**src/sv/xkb_pkg.sv**
```systemverilog
// ----------------------------------------------------------------------------
// xkb_pkg
// Shared types, register indexes and the Base64 alphabet for the keyed
// Base64 encoder.
// ----------------------------------------------------------------------------
package xkb_pkg;

    typedef logic [6:0] t_char;

    // One queue entry: every character caused by one input byte.
    typedef struct packed {
        t_char [3:0] chars;
        logic  [1:0] cnt_m1;   // number of characters minus one
    } t_xkb_entry;

    typedef struct packed {
        logic full;
        logic empty;
    } t_xkb_qstat;

    localparam int unsigned CFG_ADDR_W = 3;

    localparam logic [CFG_ADDR_W-1:0] CFG_KEY_WORD_0 = 3'd0;
    localparam logic [CFG_ADDR_W-1:0] CFG_KEY_WORD_1 = 3'd1;
    localparam logic [CFG_ADDR_W-1:0] CFG_KEY_WORD_2 = 3'd2;
    localparam logic [CFG_ADDR_W-1:0] CFG_KEY_WORD_3 = 3'd3;
    localparam logic [CFG_ADDR_W-1:0] CFG_KEY_LENGTH = 3'd4;

    // residue size codes
    localparam logic [1:0] RES_0 = 2'd0;
    localparam logic [1:0] RES_2 = 2'd1;
    localparam logic [1:0] RES_4 = 2'd2;

    localparam t_char CHAR_PAD = 7'h3D;   // '='

    function automatic t_char b64_char(input logic [5:0] v);
        t_char c;
        if (v < 6'd26) begin
            c = 7'(v) + 7'h41;
        end else if (v < 6'd52) begin
            c = 7'(v - 6'd26) + 7'h61;
        end else if (v < 6'd62) begin
            c = 7'(v - 6'd52) + 7'h30;
        end else if (v == 6'd62) begin
            c = 7'h2B;
        end else begin
            c = 7'h2F;
        end
        return c;
    endfunction

endpackage

```
**src/sv/xkb_front.sv**
```systemverilog
// ----------------------------------------------------------------------------
// xkb_front
// Key store, XOR with the running key byte, and Base64 grouping of one byte
// into a queue entry of one to four characters.
// ----------------------------------------------------------------------------
module xkb_front import xkb_pkg::*; #(
    parameter int unsigned KEY_BYTES = 32
) (
    input  logic                  i_clk,
    input  logic                  i_rst_n,
    input  logic                  i_cfg_we,
    input  logic [CFG_ADDR_W-1:0] i_cfg_addr,
    input  logic [63:0]           i_cfg_wdata,
    input  logic                  i_in_valid,
    output logic                  o_in_ready,
    input  logic [7:0]            i_data_byte,
    input  logic                  i_end_of_message,
    input  t_xkb_qstat            i_qstat,
    output logic                  o_push,
    output t_xkb_entry            o_entry
);

    localparam int unsigned PW = (KEY_BYTES > 1) ? $clog2(KEY_BYTES) : 1;

    logic [KEY_BYTES-1:0][7:0] r_key;
    logic [5:0]                r_key_len;
    logic [PW-1:0]             r_pos,   n_pos;
    logic [3:0]                r_res,   n_res;
    logic [1:0]                r_res_sz, n_res_sz;
    logic [1:0]                r_phase, n_phase;

    logic [5:0] eff_len;
    logic [7:0] keyed;
    logic [5:0] c0, c1;
    logic [3:0] res_new;
    logic [1:0] sz_new;
    logic [1:0] num_chars;
    logic       has_c1;
    logic [5:0] flush;
    logic [1:0] phase_after;
    logic [2:0] pad_need, pad_lim, pads, total;

    // key bytes beyond KEY_BYTES are never addressed, so they are not kept
    for (genvar b = 0; b < KEY_BYTES; b++) begin : g_key
        always_ff @(posedge i_clk) begin
            if (!i_rst_n) begin
                r_key[b] <= 8'd0;
            end else if (i_cfg_we && i_cfg_addr == CFG_KEY_WORD_0 + 3'(b / 8)) begin
                r_key[b] <= i_cfg_wdata[(b % 8) * 8 +: 8];
            end
        end
    end

    always_ff @(posedge i_clk) begin
        if (!i_rst_n) begin
            r_key_len <= 6'd1;
        end else if (i_cfg_we && i_cfg_addr == CFG_KEY_LENGTH) begin
            r_key_len <= i_cfg_wdata[5:0];
        end
    end

    assign o_in_ready = !i_qstat.full;
    assign o_push     = i_in_valid && o_in_ready;

    always_comb begin
        if (r_key_len == 6'd0) begin
            eff_len = 6'd1;
        end else if (r_key_len > 6'(KEY_BYTES)) begin
            eff_len = 6'(KEY_BYTES);
        end else begin
            eff_len = r_key_len;
        end
    end

    assign keyed = i_data_byte ^ r_key[r_pos];

    always_comb begin
        c1 = keyed[5:0];
        case (r_res_sz)
            RES_0: begin
                c0      = keyed[7:2];
                res_new = {2'b00, keyed[1:0]};
                sz_new  = RES_2;
                has_c1  = 1'b0;
            end
            RES_2: begin
                c0      = {r_res[1:0], keyed[7:4]};
                res_new = keyed[3:0];
                sz_new  = RES_4;
                has_c1  = 1'b0;
            end
            default: begin
                c0      = {r_res, keyed[7:6]};
                res_new = 4'd0;
                sz_new  = RES_0;
                has_c1  = 1'b1;
            end
        endcase
    end

    // flush of leftover bits, zero filled on the right
    always_comb begin
        case (sz_new)
            RES_2:   flush = {res_new[1:0], 4'b0000};
            RES_4:   flush = {res_new, 2'b00};
            default: flush = 6'd0;
        endcase
    end

    always_comb begin
        num_chars = has_c1 ? 2'd2 : 2'd1;
        o_entry.chars    = {4{CHAR_PAD}};
        o_entry.chars[0] = b64_char(c0);
        if (has_c1) begin
            o_entry.chars[1] = b64_char(c1);
        end else if (i_end_of_message && sz_new != RES_0) begin
            o_entry.chars[1] = b64_char(flush);
            num_chars = 2'd2;
        end
        phase_after = r_phase + num_chars;
        pad_need    = 3'd4 - {1'b0, phase_after};
        pad_need    = {1'b0, pad_need[1:0]};
        pad_lim     = 3'd4 - {1'b0, num_chars};
        pads        = (pad_need < pad_lim) ? pad_need : pad_lim;
        total       = {1'b0, num_chars} + (i_end_of_message ? pads : 3'd0);
        o_entry.cnt_m1 = 2'(total - 3'd1);
    end

    always_comb begin
        n_pos    = r_pos;
        n_res    = r_res;
        n_res_sz = r_res_sz;
        n_phase  = r_phase;
        if (o_push) begin
            if (i_end_of_message) begin
                n_pos    = '0;
                n_res    = 4'd0;
                n_res_sz = RES_0;
                n_phase  = 2'd0;
            end else begin
                n_pos    = (7'(r_pos) + 7'd1 >= 7'(eff_len)) ? '0 : PW'(7'(r_pos) + 7'd1);
                n_res    = res_new;
                n_res_sz = sz_new;
                n_phase  = phase_after;
            end
        end
    end

    always_ff @(posedge i_clk) begin
        if (!i_rst_n) begin
            r_pos    <= '0;
            r_res    <= 4'd0;
            r_res_sz <= RES_0;
            r_phase  <= 2'd0;
        end else begin
            r_pos    <= n_pos;
            r_res    <= n_res;
            r_res_sz <= n_res_sz;
            r_phase  <= n_phase;
        end
    end

endmodule

```
**src/sv/xkb_queue.sv**
```systemverilog
// ----------------------------------------------------------------------------
// xkb_queue
// Two-entry show-ahead queue of character groups between front and back.
// ----------------------------------------------------------------------------
module xkb_queue import xkb_pkg::*; (
    input  logic       i_clk,
    input  logic       i_rst_n,
    input  logic       i_push,
    input  t_xkb_entry i_entry,
    input  logic       i_pop,
    output t_xkb_entry o_entry,
    output t_xkb_qstat o_stat
);

    t_xkb_entry r_mem [2];
    logic       r_wr_ptr, r_rd_ptr;
    logic [1:0] r_count;

    always_ff @(posedge i_clk) begin
        if (i_push) begin
            r_mem[r_wr_ptr] <= i_entry;
        end
    end

    always_ff @(posedge i_clk) begin
        if (!i_rst_n) begin
            r_wr_ptr <= 1'b0;
            r_rd_ptr <= 1'b0;
            r_count  <= 2'd0;
        end else begin
            if (i_push) begin
                r_wr_ptr <= ~r_wr_ptr;
            end
            if (i_pop) begin
                r_rd_ptr <= ~r_rd_ptr;
            end
            r_count <= r_count + 2'(i_push) - 2'(i_pop);
        end
    end

    assign o_entry      = r_mem[r_rd_ptr];
    assign o_stat.full  = (r_count == 2'd2);
    assign o_stat.empty = (r_count == 2'd0);

endmodule

```
**src/sv/xkb_back.sv**
```systemverilog
// ----------------------------------------------------------------------------
// xkb_back
// Output register: plays out one queued character group, one per beat.
// ----------------------------------------------------------------------------
module xkb_back import xkb_pkg::*; (
    input  logic       i_clk,
    input  logic       i_rst_n,
    input  t_xkb_entry i_entry,
    input  t_xkb_qstat i_qstat,
    output logic       o_pop,
    output logic       o_out_valid,
    input  logic       i_out_ready,
    output t_char      o_out_char,
    output logic       o_last_char
);

    t_xkb_entry r_entry;
    logic [1:0] r_idx;
    logic       r_busy;

    assign o_out_valid = r_busy;
    assign o_out_char  = r_entry.chars[r_idx];
    assign o_last_char = (r_idx == r_entry.cnt_m1);

    // load the next group when idle or as the last char of this one leaves
    assign o_pop = !i_qstat.empty && (!r_busy || (i_out_ready && o_last_char));

    always_ff @(posedge i_clk) begin
        if (o_pop) begin
            r_entry <= i_entry;
        end
    end

    always_ff @(posedge i_clk) begin
        if (!i_rst_n) begin
            r_busy <= 1'b0;
            r_idx  <= 2'd0;
        end else if (o_pop) begin
            r_busy <= 1'b1;
            r_idx  <= 2'd0;
        end else if (r_busy && i_out_ready) begin
            if (o_last_char) begin
                r_busy <= 1'b0;
            end
            r_idx <= r_idx + 2'd1;
        end
    end

endmodule

```
**src/sv/xor_key_base64_encoder_unit.sv**
```systemverilog
// ----------------------------------------------------------------------------
// xor_key_base64_encoder_unit
// Repeating-key XOR followed by Base64 encoding with '=' padding at message end.
// ----------------------------------------------------------------------------
//  channel | direction | handshake                | payload
//  --------+-----------+--------------------------+--------------------------------
//  in      | sink      | i_in_valid / o_in_ready  | i_data_byte, i_end_of_message
//  out     | source    | o_out_valid / i_out_ready| o_out_char, o_last_char
//  cfg     | sink      | i_cfg_we                 | i_cfg_addr, i_cfg_wdata
//
//  One output char per cycle while i_out_ready is high and a group is queued;
//  a byte yields one to four chars, about 4/3 per byte on a long message.
//  The front takes a byte per cycle while the two-entry queue has room.
//  A taken byte is written into the queue, then loaded into the output register,
//  which raises o_out_valid. Synchronous reset clears key, position, residue,
//  queue and output; key length resets to 1. A stalled sink backs up to o_in_ready.
// ----------------------------------------------------------------------------
module xor_key_base64_encoder_unit import xkb_pkg::*; #(
    parameter int unsigned KEY_BYTES = 32
) (
    input  logic                  i_clk,
    input  logic                  i_rst_n,
    input  logic                  i_cfg_we,
    input  logic [CFG_ADDR_W-1:0] i_cfg_addr,
    input  logic [63:0]           i_cfg_wdata,
    input  logic                  i_in_valid,
    output logic                  o_in_ready,
    input  logic [7:0]            i_data_byte,
    input  logic                  i_end_of_message,
    output logic                  o_out_valid,
    input  logic                  i_out_ready,
    output logic [6:0]            o_out_char,
    output logic                  o_last_char
);

    logic       push, pop;
    t_xkb_entry push_entry, head_entry;
    t_xkb_qstat qstat;

    xkb_front #(
        .KEY_BYTES (KEY_BYTES)
    ) u_front (
        .i_clk            (i_clk),
        .i_rst_n          (i_rst_n),
        .i_cfg_we         (i_cfg_we),
        .i_cfg_addr       (i_cfg_addr),
        .i_cfg_wdata      (i_cfg_wdata),
        .i_in_valid       (i_in_valid),
        .o_in_ready       (o_in_ready),
        .i_data_byte      (i_data_byte),
        .i_end_of_message (i_end_of_message),
        .i_qstat          (qstat),
        .o_push           (push),
        .o_entry          (push_entry)
    );

    xkb_queue u_queue (
        .i_clk   (i_clk),
        .i_rst_n (i_rst_n),
        .i_push  (push),
        .i_entry (push_entry),
        .i_pop   (pop),
        .o_entry (head_entry),
        .o_stat  (qstat)
    );

    xkb_back u_back (
        .i_clk       (i_clk),
        .i_rst_n     (i_rst_n),
        .i_entry     (head_entry),
        .i_qstat     (qstat),
        .o_pop       (pop),
        .o_out_valid (o_out_valid),
        .i_out_ready (i_out_ready),
        .o_out_char  (o_out_char),
        .o_last_char (o_last_char)
    );

    a_queue_sane: assert property (@(posedge i_clk) disable iff (!i_rst_n)
        !(qstat.full && qstat.empty))
        else $error("queue reports full and empty at once");

    a_reset_idle: assert property (@(posedge i_clk)
        !i_rst_n |=> !o_out_valid)
        else $error("output valid right after reset");

    a_latency: assert property (@(posedge i_clk) disable iff (!i_rst_n)
        (i_in_valid && o_in_ready && qstat.empty && !o_out_valid) |=> ##1 o_out_valid)
        else $error("byte taken into an idle unit produced no beat");

    a_no_pop_empty: assert property (@(posedge i_clk) disable iff (!i_rst_n)
        pop |-> !qstat.empty)
        else $error("pop from empty queue");

endmodule
```
**config.mk**
```make
export PLATFORM = sky130hd
export DESIGN_NAME = xor_key_base64_encoder_unit
export DESIGN_NICKNAME = d
export VERILOG_FILES = /design/src/sv/xkb_pkg.sv /design/src/sv/xkb_front.sv /design/src/sv/xkb_queue.sv /design/src/sv/xkb_back.sv /design/src/sv/xor_key_base64_encoder_unit.sv
export SDC_FILE = /design/constraint.sdc
export NUM_CORES = 1
export LEC_CHECK = 0
export ABC_CLOCK_PERIOD_IN_PS = 3600
export BUFFER_PORTS_ARGS = -buffer_cell sky130_fd_sc_hd__buf_2
export CAP_MARGIN = 10
export CORE_AREA = 2 2 329 168
export CTS_CLUSTER_DIAMETER = 200
export DETAILED_ROUTE_END_ITERATION = 8
export DIE_AREA = 0 0 331 170
export GPL_TIMING_DRIVEN = 0
export HOLD_SLACK_MARGIN = 0.12
export PLACE_DENSITY = 0.62
export RECOVER_POWER = 50
export SYNTH_ARGS = -nofsm -noshare
export SYNTH_HDL_FRONTEND = slang
export SYNTH_HIERARCHICAL = 1
export SYNTH_SLANG_ARGS = --single-unit
```
**constraint.sdc**
```tcl
create_clock -name i_clk -period 3.6 [get_ports i_clk]
set_input_delay 0.72 -clock i_clk [delete_from_list [all_inputs] [get_ports i_clk]]
set_output_delay 0.72 -clock i_clk [all_outputs]
set_load 0.1 [all_outputs]
```
After elaboration in Yosys (flattened, before gate mapping)
Memory sizes are Yosys's and may differ from the RTL's. A register that Yosys moved wholly into a read port is not among the register bits.
Index checks and enable logic that the tools add are counted.
{ "word_totals": {"reg_bits": 296, "mem_bits_rw": 32, "in_bits": 81, "output_inout_bits": 10, "wordCells": 162, "mem_count": 1} }
{ "memory_table": {"columns": ["name", "depth", "width", "rd", "rd_ports_with_merged_regs", "wr", "line", "text"], "rows": [
  ["u_queue.r_mem", 2, 16, 1, 1, 1, "xkb_queue.sv:15", "t_xkb_entry r_mem [2];"]
]} }
{ "op_classes": {"add_sub_neg": 24, "order_cmp": 14, "n_eq_ne": 12, "mux": 39, "bitwise": 4, "reduce_logical": 24} }
{ "op_table": {"columns": ["operator", "count"], "rows": [
  ["7-bit 2-to-1 mux", 12],
  ["8-bit binary-select mux with 5-bit select", 1],
  ["6-bit < comparator, second input constant", 6],
  ["6-bit case mux with 2 select lines", 2],
  ["6-bit by 7-bit adder with 7-bit output, second input constant", 3],
  ["7-bit by 6-bit adder with 7-bit output, second input constant", 3],
  ["7-bit adder, second input constant", 3],
  ["6-bit by 5-bit subtractor with 7-bit output, second input constant", 3],
  ["6-bit by 6-bit subtractor with 7-bit output, second input constant", 3],
  ["6-bit equality test, second input constant", 3],
  ["6-bit by 5-bit < comparator with 1-bit output, second input constant", 3],
  ["7-bit binary-select mux with 2-bit select", 1],
  ["2-bit 2-to-1 mux", 7],
  ["6-bit 2-to-1 mux", 2],
  ["1-bit logical AND", 10],
  ["5-bit 2-to-1 mux", 2],
  ["3-bit 2-to-1 mux", 3],
  ["8-bit 2-to-1 mux", 1],
  ["4-bit case mux with 2 select lines", 1],
  ["8-bit XOR", 1],
  ["7-bit by 6-bit >= comparator with 1-bit output", 1],
  ["5-bit by 1-bit adder with 6-bit output, second input constant", 1],
  ["3-bit by 2-bit equality test with 1-bit output, second input constant", 2],
  ["6-bit greater-than comparator, second input constant", 1],
  ["27 further kinds", 42]
]} }

Depth between registers and ports, before layout
Gate-level depths: netlist (run 1).
{ "logic_depth": {"depth_word": 13, "mapped_depth": 20, "ltp_nobuf": 15} }

Modules after synthesis
The synthesis (run 1) kept the hierarchy.
{ "modules_own_cells": {"columns": ["mod", "instances", "cells_each", "area_per_inst_um2", "seq_area_each_um2"], "rows": [
  ["xkb_front", 1, 1708, 14317.5, 5505.3],
  ["xkb_queue", 1, 114, 2398.6, 1901.8],
  ["xkb_back", 1, 58, 1302.5, 960.9]
]} }

Worst setup path after synthesis (run 1)
Ideal clock, no wire load.
{ "synth_timing": {"path_kind": "register -> register", "start": "register u_front.r_pos[1]", "end": "memory u_queue/r_mem[0][6] (netlist name) (data pin)", "setup_ps": 263, "t_arrival_ps": 3384, "required_time_ps": 3337, "path_slack_ps": -46, "path_stages_with_launch": 16, "path_buffers": 2, "synth_period_minus_slack_ps": 3646, "path_cell_list": "dfxtp_1 buf_6 buf_12 mux4_2 a32oi_1 nand3_1 a311oi_2 xor2_2 a221o_1 inv_1 ha_1 inv_1 a31oi_1 a211o_1 o21ai_0 o31a_1"} }
{ "synth_lines": {"columns": ["element", "line", "text"], "rows": [
  ["from (decl)", "xkb_front.sv:27", "logic [PW-1:0] r_pos, n_pos;"],
  ["from (signal assigned)", "xkb_front.sv:156", "r_pos <= n_pos;"],
  ["to (decl)", "xkb_queue.sv:15", null]
]} }

==> results.json, run 1 <==
{
  "start_kind": "flip-flop",
  "insertion_delay_ns": 0.56,
  "grt_first_pass_wirelength_um": 87920,
  "num_vias": 14874,
  "cp_max_fo": 8,
  "synth_commonest_cells": "nand2_1 (554), dfxtp_1 (283), a21boi_0 (260)",
  "num_rows": 60,
  "yosysWarnings": 6,
  "drc": 0,
  "cp.required_ns": 3.86,
  "violations": "max-capacitance violations, max-slew violations, negative setup slack",
  "relSlewSlack_pct": -26.56,
  "worstMarginPinSlew_ns": 1.898,
  "gp_congestion": 0.9772,
  "synthArstFlopShare_pct": 0,
  "ys_seq_area_share_pct": 46.44,
  "fin_util_pct": 42.27,
  "fmaxAchievable_ghz": 0.2521,
  "slew_violations": 31,
  "ir_drop_v": 0.0003221,
  "root_buffer": "clkbuf_16",
  "cts.clk_slew.worst_paths_ns": 0.07,
  "post_synth.cell_area_avg_sq_um": 9.584,
  "fin_ws_ns": -0.3672,
  "ant_nets": 0,
  "status": "finished with violations",
  "synthFlopType": "dfxtp_1",
  "ys_ff_latch": 373,
  "cts_made_buffers": 39,
  "rsz0062_at_grt": "yes",
  "cellPowerDensity_nw_per_um2": 500.5,
  "floorplan.initialDensity_pct": 33.81,
  "yosysMostFrequentCell": "nand2_1",
  "die_area_sq_um": 56270,
  "syn_to_final_growth_pct": 25.05,
  "grt_pass1_vias": 14139,
  "fin_skew_ns": 0.02436,
  "grt_use_total_pct": 20.93,
  "drt-initial-drc-count": 1233,
  "worst_hold_slack_ns": 0.4404,
  "cts_hold_buffers": 0,
  "synth_edf_count": 90,
  "synth_area_leaders": "dfxtp_1 (31%), edfxtp_1 (15%), nand2_1 (12%)",
  "htreeDepth": 2,
  "layout-drive-gt1-share_pct": 22.22,
  "wire_per_inst_um": 21.01,
  "design.core.area_sq_um": 53300,
  "critPathKind": "reg -> reg",
  "p_leak_nw": 7.633,
  "first_pass_iters": 5,
  "grt_start_max_net_pins": 31,
  "period_share_pct": 110.2,
  "timing_hold_violations_final": 0,
  "hold_path_class": "in -> reg",
  "place_ws_ns": -1.281,
  "nFillCells": 5140,
  "synth_top_area_share_pct": 31.44,
  "clockBufferDepth": 3,
  "synth_top_area_cell": "dfxtp_1",
  "drt-total-wl_um": 60030,
  "cts_tree": "done",
  "numClockSinks": 373,
  "end_kind": "flip-flop",
  "ioPinCount": 91,
  "hpwl_um": 42080,
  "antenna_found_initial": 4,
  "fin_nets": 2223,
  "synth_cell_types": 83,
  "syn_area_sq_um": 18020,
  "vias_per_cell": 5.206,
  "fp.dieW_um": 331,
  "grt_overflow": 0,
  "worstPathArrival_ns": 4.22,
  "drv_cap": 2,
  "port_buffers": 89,
  "setup_violations": 24,
  "syn-instance-count": 1880,
  "die_y_um": 170,
  "post-route-min-period_ns": 3.967
}
layout by cell type, fill, tap and decap left out, types with 21 or more instances in the layout:
cell and count:
buf_4 83, clkbuf_1 98, a22oi_1 31, nor2b_1 27, mux2_2 29, inv_1 24
edfxtp_1 90, a21boi_0 258, mux2i_1 76, nor2_1 24, buf_2 93, buf_6 25
nand2_1 550, clkbuf_16 39, mux4_2 21, dfxtp_1 280, nand3_1 24
per-stage QoR:
stage,TNS (ns),power [W],cells,area [sq um]
6_report,-4.914,0.01128,2857,22530
5_1_grt,-7.435,0.01172,2855,22530
4_1_cts,-2.129,0.01132,2830,22150
3_5_place_dp,-23.38,0.007048,2696,19480
3_3_place_gp,-38.23,0.006951,2694,19420
2_1_floorplan,0,0.006423,1892,18080
where the power goes:
part           leakage, nW  switching, W  internal, W
sequential            3.13      0.000138      0.00475
combinational         3.89       0.00147     0.000839
clock                0.617       0.00173      0.00235
total                 7.63       0.00334      0.00794
kinds of logic after synthesis:
kind of cell / count (synthesis) / synth area share, %
AOI/OAI and AO/OA: 403 / 16.85
adders and majority gates: 25 / 1.736
buffers and inverters: 181 / 5.264
xor gates and xnor gates: 22 / 1.521
muxes: 166 / 11.69
other: 2 / 0.04168
DFF: 373 / 46.44
and+or+nand+nor: 708 / 16.46
layout make-up:
type | count | area (sq um) | share of cell area [%]
sequential | 373 | 8377 | 37.18
timing repair buffer | 187 | 1441 | 6.397
clock inverter | 16 | 203.9 | 0.9052
clock buffer | 50 | 1047 | 4.648
buffer | 142 | 894.6 | 3.970
tap | 713 | 892.1 | 3.959
inverter | 36 | 157.7 | 0.6997
multi-input combinational | 1338 | 9513 | 42.22
antenna | 2 | 5.005 | 0.02221
final timing paths:
path                                         from                              end  slack [ns]  depth (start not counted)
setup / recovery    u_front/r_pos[0]$_SDFFE_PN0P_   u_queue/r_mem[0][12]$_DFFE_PP_       -0.37                         15
hold / removal                        i_out_ready  u_back/o_out_valid$_SDFFE_PN0P_        0.44                          2
setup reg to reg    u_front/r_pos[0]$_SDFFE_PN0P_   u_queue/r_mem[0][12]$_DFFE_PP_       -0.37                         15
hold reg to reg   u_front/r_key[146]$_SDFFE_PN0P_  u_front/r_key[146]$_SDFFE_PN0P_        0.46                          2
what timing repair did:
item                                   4_1_cts  5_1_grt
endpoints found under the hold margin        0        0
gates cloned                                 6        0
gates resized for setup                    162       78
pin swaps                                   41       46
setup endpoints to repair                   33       30
setup buffers                               65       27
flip-flops by register name, indices dropped and copies added, names as in the netlist, named ones only:
| register | flops |
|---|---|
| u_queue/r_mem | 60 |
| u_front/r_key_len | 6 |
| u_front/r_key | 256 |
| u_front/r_res_sz | 2 |
| u_queue/r_wr_ptr | 1 |
| u_queue/r_count | 2 |
| u_back/r_idx | 2 |
| u_front/r_phase | 2 |
| u_front/r_res | 4 |
| u_back/r_entry | 30 |
| u_back/o_out_valid | 1 |
| u_queue/r_rd_ptr | 1 |
| u_front/r_pos | 5 |
per-layer routing:
layer / GRT usage (%) / part of all wire, % / up-vias / wire length [um]
li1: - / - / 6978 / -
met1: 27.29 / 43 / 7183 / 25740
met2: 33.18 / 44 / 550 / 26660
met3: 4.791 / 7.6 / 157 / 4547
met4: 9.264 / 5.1 / 6 / 3041
met5: 0 / 0.058 / - / 35
worst max-delay path: stages (launching register included):
cell and delay, ns:
dfxtp_4 0.37, buf_12 0.14, buf_12 0.12, buf_4 0.12, buf_12 0.11, mux4_2 0.55
mux2_4 0.29, a22oi_2 0.14, o211ai_1 0.29, xor2_2 0.33, nand2_2 0.13, ha_4 0.32
or2_4 0.10, mux2i_1 0.09, a2111oi_2 0.41, a211oi_2 0.16
Power figures use the tool's default switching activity.
==> run 2: changes to the inputs <==
- PLACE_DENSITY: 0.62 -> default
==> run 2 against run 1 <==
Compared with the run above:
- the run still ends with max-capacitance violations, max-slew violations, negative setup slack left
- critical path type unchanged
- total power down 1.7%
- die area unchanged
- register-to-register slack better by 0.09 ns
==> results.json, run 2 (synthesis gave the netlist of run 1 again) <==
{
  "status": "finished with violations",
  "violations": "max-capacitance violations, max-slew violations, negative setup slack",
  "drv_cap": 2,
  "grt_overflow": 0,
  "p_comb_share_pct": 20.2,
  "pwr-share-seq_pct": 44.1,
  "critPathKind": "reg -> reg",
  "worst_hold_slack_ns": 0.4275,
  "numClockSinks": 373,
  "num_vias": 14690,
  "die_area_sq_um": 56270,
  "post-route-min-period_ns": 3.873,
  "htreeDepth": 2,
  "root_buffer": "clkbuf_16",
  "end_kind": "flip-flop",
  "switching_share_pct": 30.14,
  "p_leak_nw": 7.463,
  "cts_tree": "done",
  "cts.clk_slew.worst_paths_ns": 0.06,
  "holdPathStages": 2,
  "fp.dieW_um": 331,
  "fin_skew_ns": 0.03461,
  "drt-total-wl_um": 60630,
  "cp_max_fo": 6,
  "reg2reg_to": "u_queue/r_mem[1][7]$_DFFE_PP_",
  "grt_first_pass_wirelength_um": 89050,
  "setup_violations": 24,
  "wire_per_inst_um": 21.42,
  "hp-start": "i_out_ready",
  "period_share_pct": 107.6,
  "worstPathArrival_ns": 4.27,
  "grt_pass1_vias": 14017,
  "power_frac_clock_pct": 35.7,
  "cts_made_buffers": 38,
  "ioPinCount": 91,
  "num_rows": 60,
  "grt_start_max_net_pins": 31,
  "ant_nets": 0,
  "fin_nets": 2196,
  "hpwl_um": 42360,
  "worstMarginPinSlew_ns": 1.857,
  "seqCellArea_sq_um": 8377,
  "cp.required_ns": 4.00,
  "relSlewSlack_pct": -23.78,
  "clockBufferDepth": 3,
  "first_pass_iters": 5,
  "internal-power_w": 0.007744,
  "timing.rr.start": "u_front/r_pos[1]$_SDFFE_PN0P_",
  "mostFrequentLayoutCells": "nand2_1 (552), dfxtp_1 (280), a21boi_0 (260)",
  "reg_top3": "u_front/r_key x256, u_queue/r_mem x60, u_back/r_entry x30",
  "insertion_delay_ns": 0.56,
  "syn_to_final_growth_pct": 23.17,
  "cts_hold_buffers": 0,
  "floorplan.initialDensity_pct": 33.81,
  "antenna_found_initial": 3,
  "grt_use_total_pct": 21.30,
  "hold_path_class": "in -> reg",
  "ff2ff_path_depth": 13,
  "nFillCells": 5214,
  "rsz0062_at_grt": "yes",
  "largest_reg_flops": 256,
  "timing_hold_violations_final": 0,
  "slew_violations": 62,
  "port_buffers": 89,
  "fin_ws_ns": -0.2725,
  "holdPathEnd": "u_back/o_out_valid$_SDFFE_PN0P_",
  "ir_drop_v": 0.0002735,
  "design.core.area_sq_um": 53300,
  "reg2reg_slack_ns": -0.27,
  "vias_per_cell": 5.189,
  "final_common_cell": "nand2_1",
  "fmaxAchievable_ghz": 0.2582,
  "layout-drive-gt1-share_pct": 21.54,
  "start_kind": "flip-flop",
  "cellPowerDensity_nw_per_um2": 499.5,
  "top_register": "u_front/r_key",
  "drt-initial-drc-count": 1353,
  "p_switching_w": 0.003341,
  "gp_congestion": 0.9473,
  "die_y_um": 170,
  "place_ws_ns": -1.117,
  "drc": 0,
  "multi_input_area_sq_um": 9563
}
-- run 2: cell count changes in the layout (fill, tap and decap cells not counted), moves of 4 or more --
cell        previous run  this run
mux2i_2               11        16
buf_4                 83        70
buf_6                 25        17
buf_16                 7         0
clkbuf_8               3         9
buf_1                  8        12
nor3_2                 5         1
clkinvlp_4             0         4
clkbuf_1              98        89
-- run 2: timing repair --
item	4_1_cts	5_1_grt
buffers inserted	56	13
setup endpoints to repair	33	33
cloned	1	0
gates resized for setup	147	77
pin swaps	40	38
-- run 2: layout make-up --
class	count	share of cell area, %
diodes	1	0.01128
plain buffers	142	3.997
clock buffers	49	4.877
clock inverters	18	0.6765
inverters	36	0.6878
multi-input cells	1338	43.09
flip-flops and latches	373	37.74
well taps	713	4.020
repair buffers	161	4.899
-- run 2: how the worst max path moves through the flow --
| stage | start | slack (ns) | endpoint |
|---|---|---|---|
| after global routing | u_front/r_pos[1]$_SDFFE_PN0P_ | -0.35 | u_queue/r_mem[1][7]$_DFFE_PP_ |
| after floorplan | u_front/r_pos[1]$_SDFFE_PN0P_ | 0.008 | u_queue/r_mem[0][6]$_DFFE_PP_ |
| after CTS | u_front/r_pos[1]$_SDFFE_PN0P_ | -0.18 | u_queue/r_mem[0][7]$_DFFE_PP_ |
| final | u_front/r_pos[1]$_SDFFE_PN0P_ | -0.27 | u_queue/r_mem[1][7]$_DFFE_PP_ |
| after detailed placement | u_front/r_pos[0]$_SDFFE_PN0P_ | -1.12 | u_queue/r_mem[0][4]$_DFFE_PP_ |
| after global placement | u_front/r_pos[0]$_SDFFE_PN0P_ | -1.22 | u_queue/r_mem[0][4]$_DFFE_PP_ |
-- run 2: per-stage QoR --
stage | instance area (sq um) | total power (W) | instances | utilization, % | setup TNS [ns]
3_5_place_dp | 19490 | 0.007038 | 2697 | 36.56 | -23.73
2_1_floorplan | 18080 | 0.006423 | 1892 | - | 0
3_3_place_gp | 19420 | 0.006952 | 2694 | 36.43 | -39.22
6_report | 22190 | 0.01108 | 2831 | 41.64 | -4.163
5_1_grt | 22190 | 0.01154 | 2830 | 41.63 | -6.503
4_1_cts | 21860 | 0.01115 | 2819 | 41.02 | -1.778
-- run 2: worst max-delay path, cell delays in order, from the launching register on --
cell and delay, ns:
dfxtp_4 0.42, buf_4 0.16, mux4_1 0.57, o211ai_1 0.19, nand3_1 0.14, a311oi_4 0.44, xor2_2 0.16, a221o_2 0.47
ha_4 0.19, inv_4 0.06, a31oi_4 0.04, a211o_4 0.42, a311oi_2 0.21, o221a_2 0.25
-- run 2: metal layers --
metal  global-route usage [%]  vias up  routed length, um
met2                    33.65      487              27190
met1                    28.95     7186              26880
met4                    8.089        4               2212
li1                         -     6906                  -
met3                    3.928      107               4327
met5                        0        -                 21
-- run 2: power groups by stage --
stage | clock [W] | sequential (W) | combinational, W
floorplan | 0 | 0.00496 | 0.00147
global placement | 0 | 0.00498 | 0.00197
detailed placement | 0 | 0.00497 | 0.00206
CTS | 0.00404 | 0.00489 | 0.00223
global route | 0.00421 | 0.00492 | 0.00241
finish | 0.00396 | 0.00489 | 0.00224
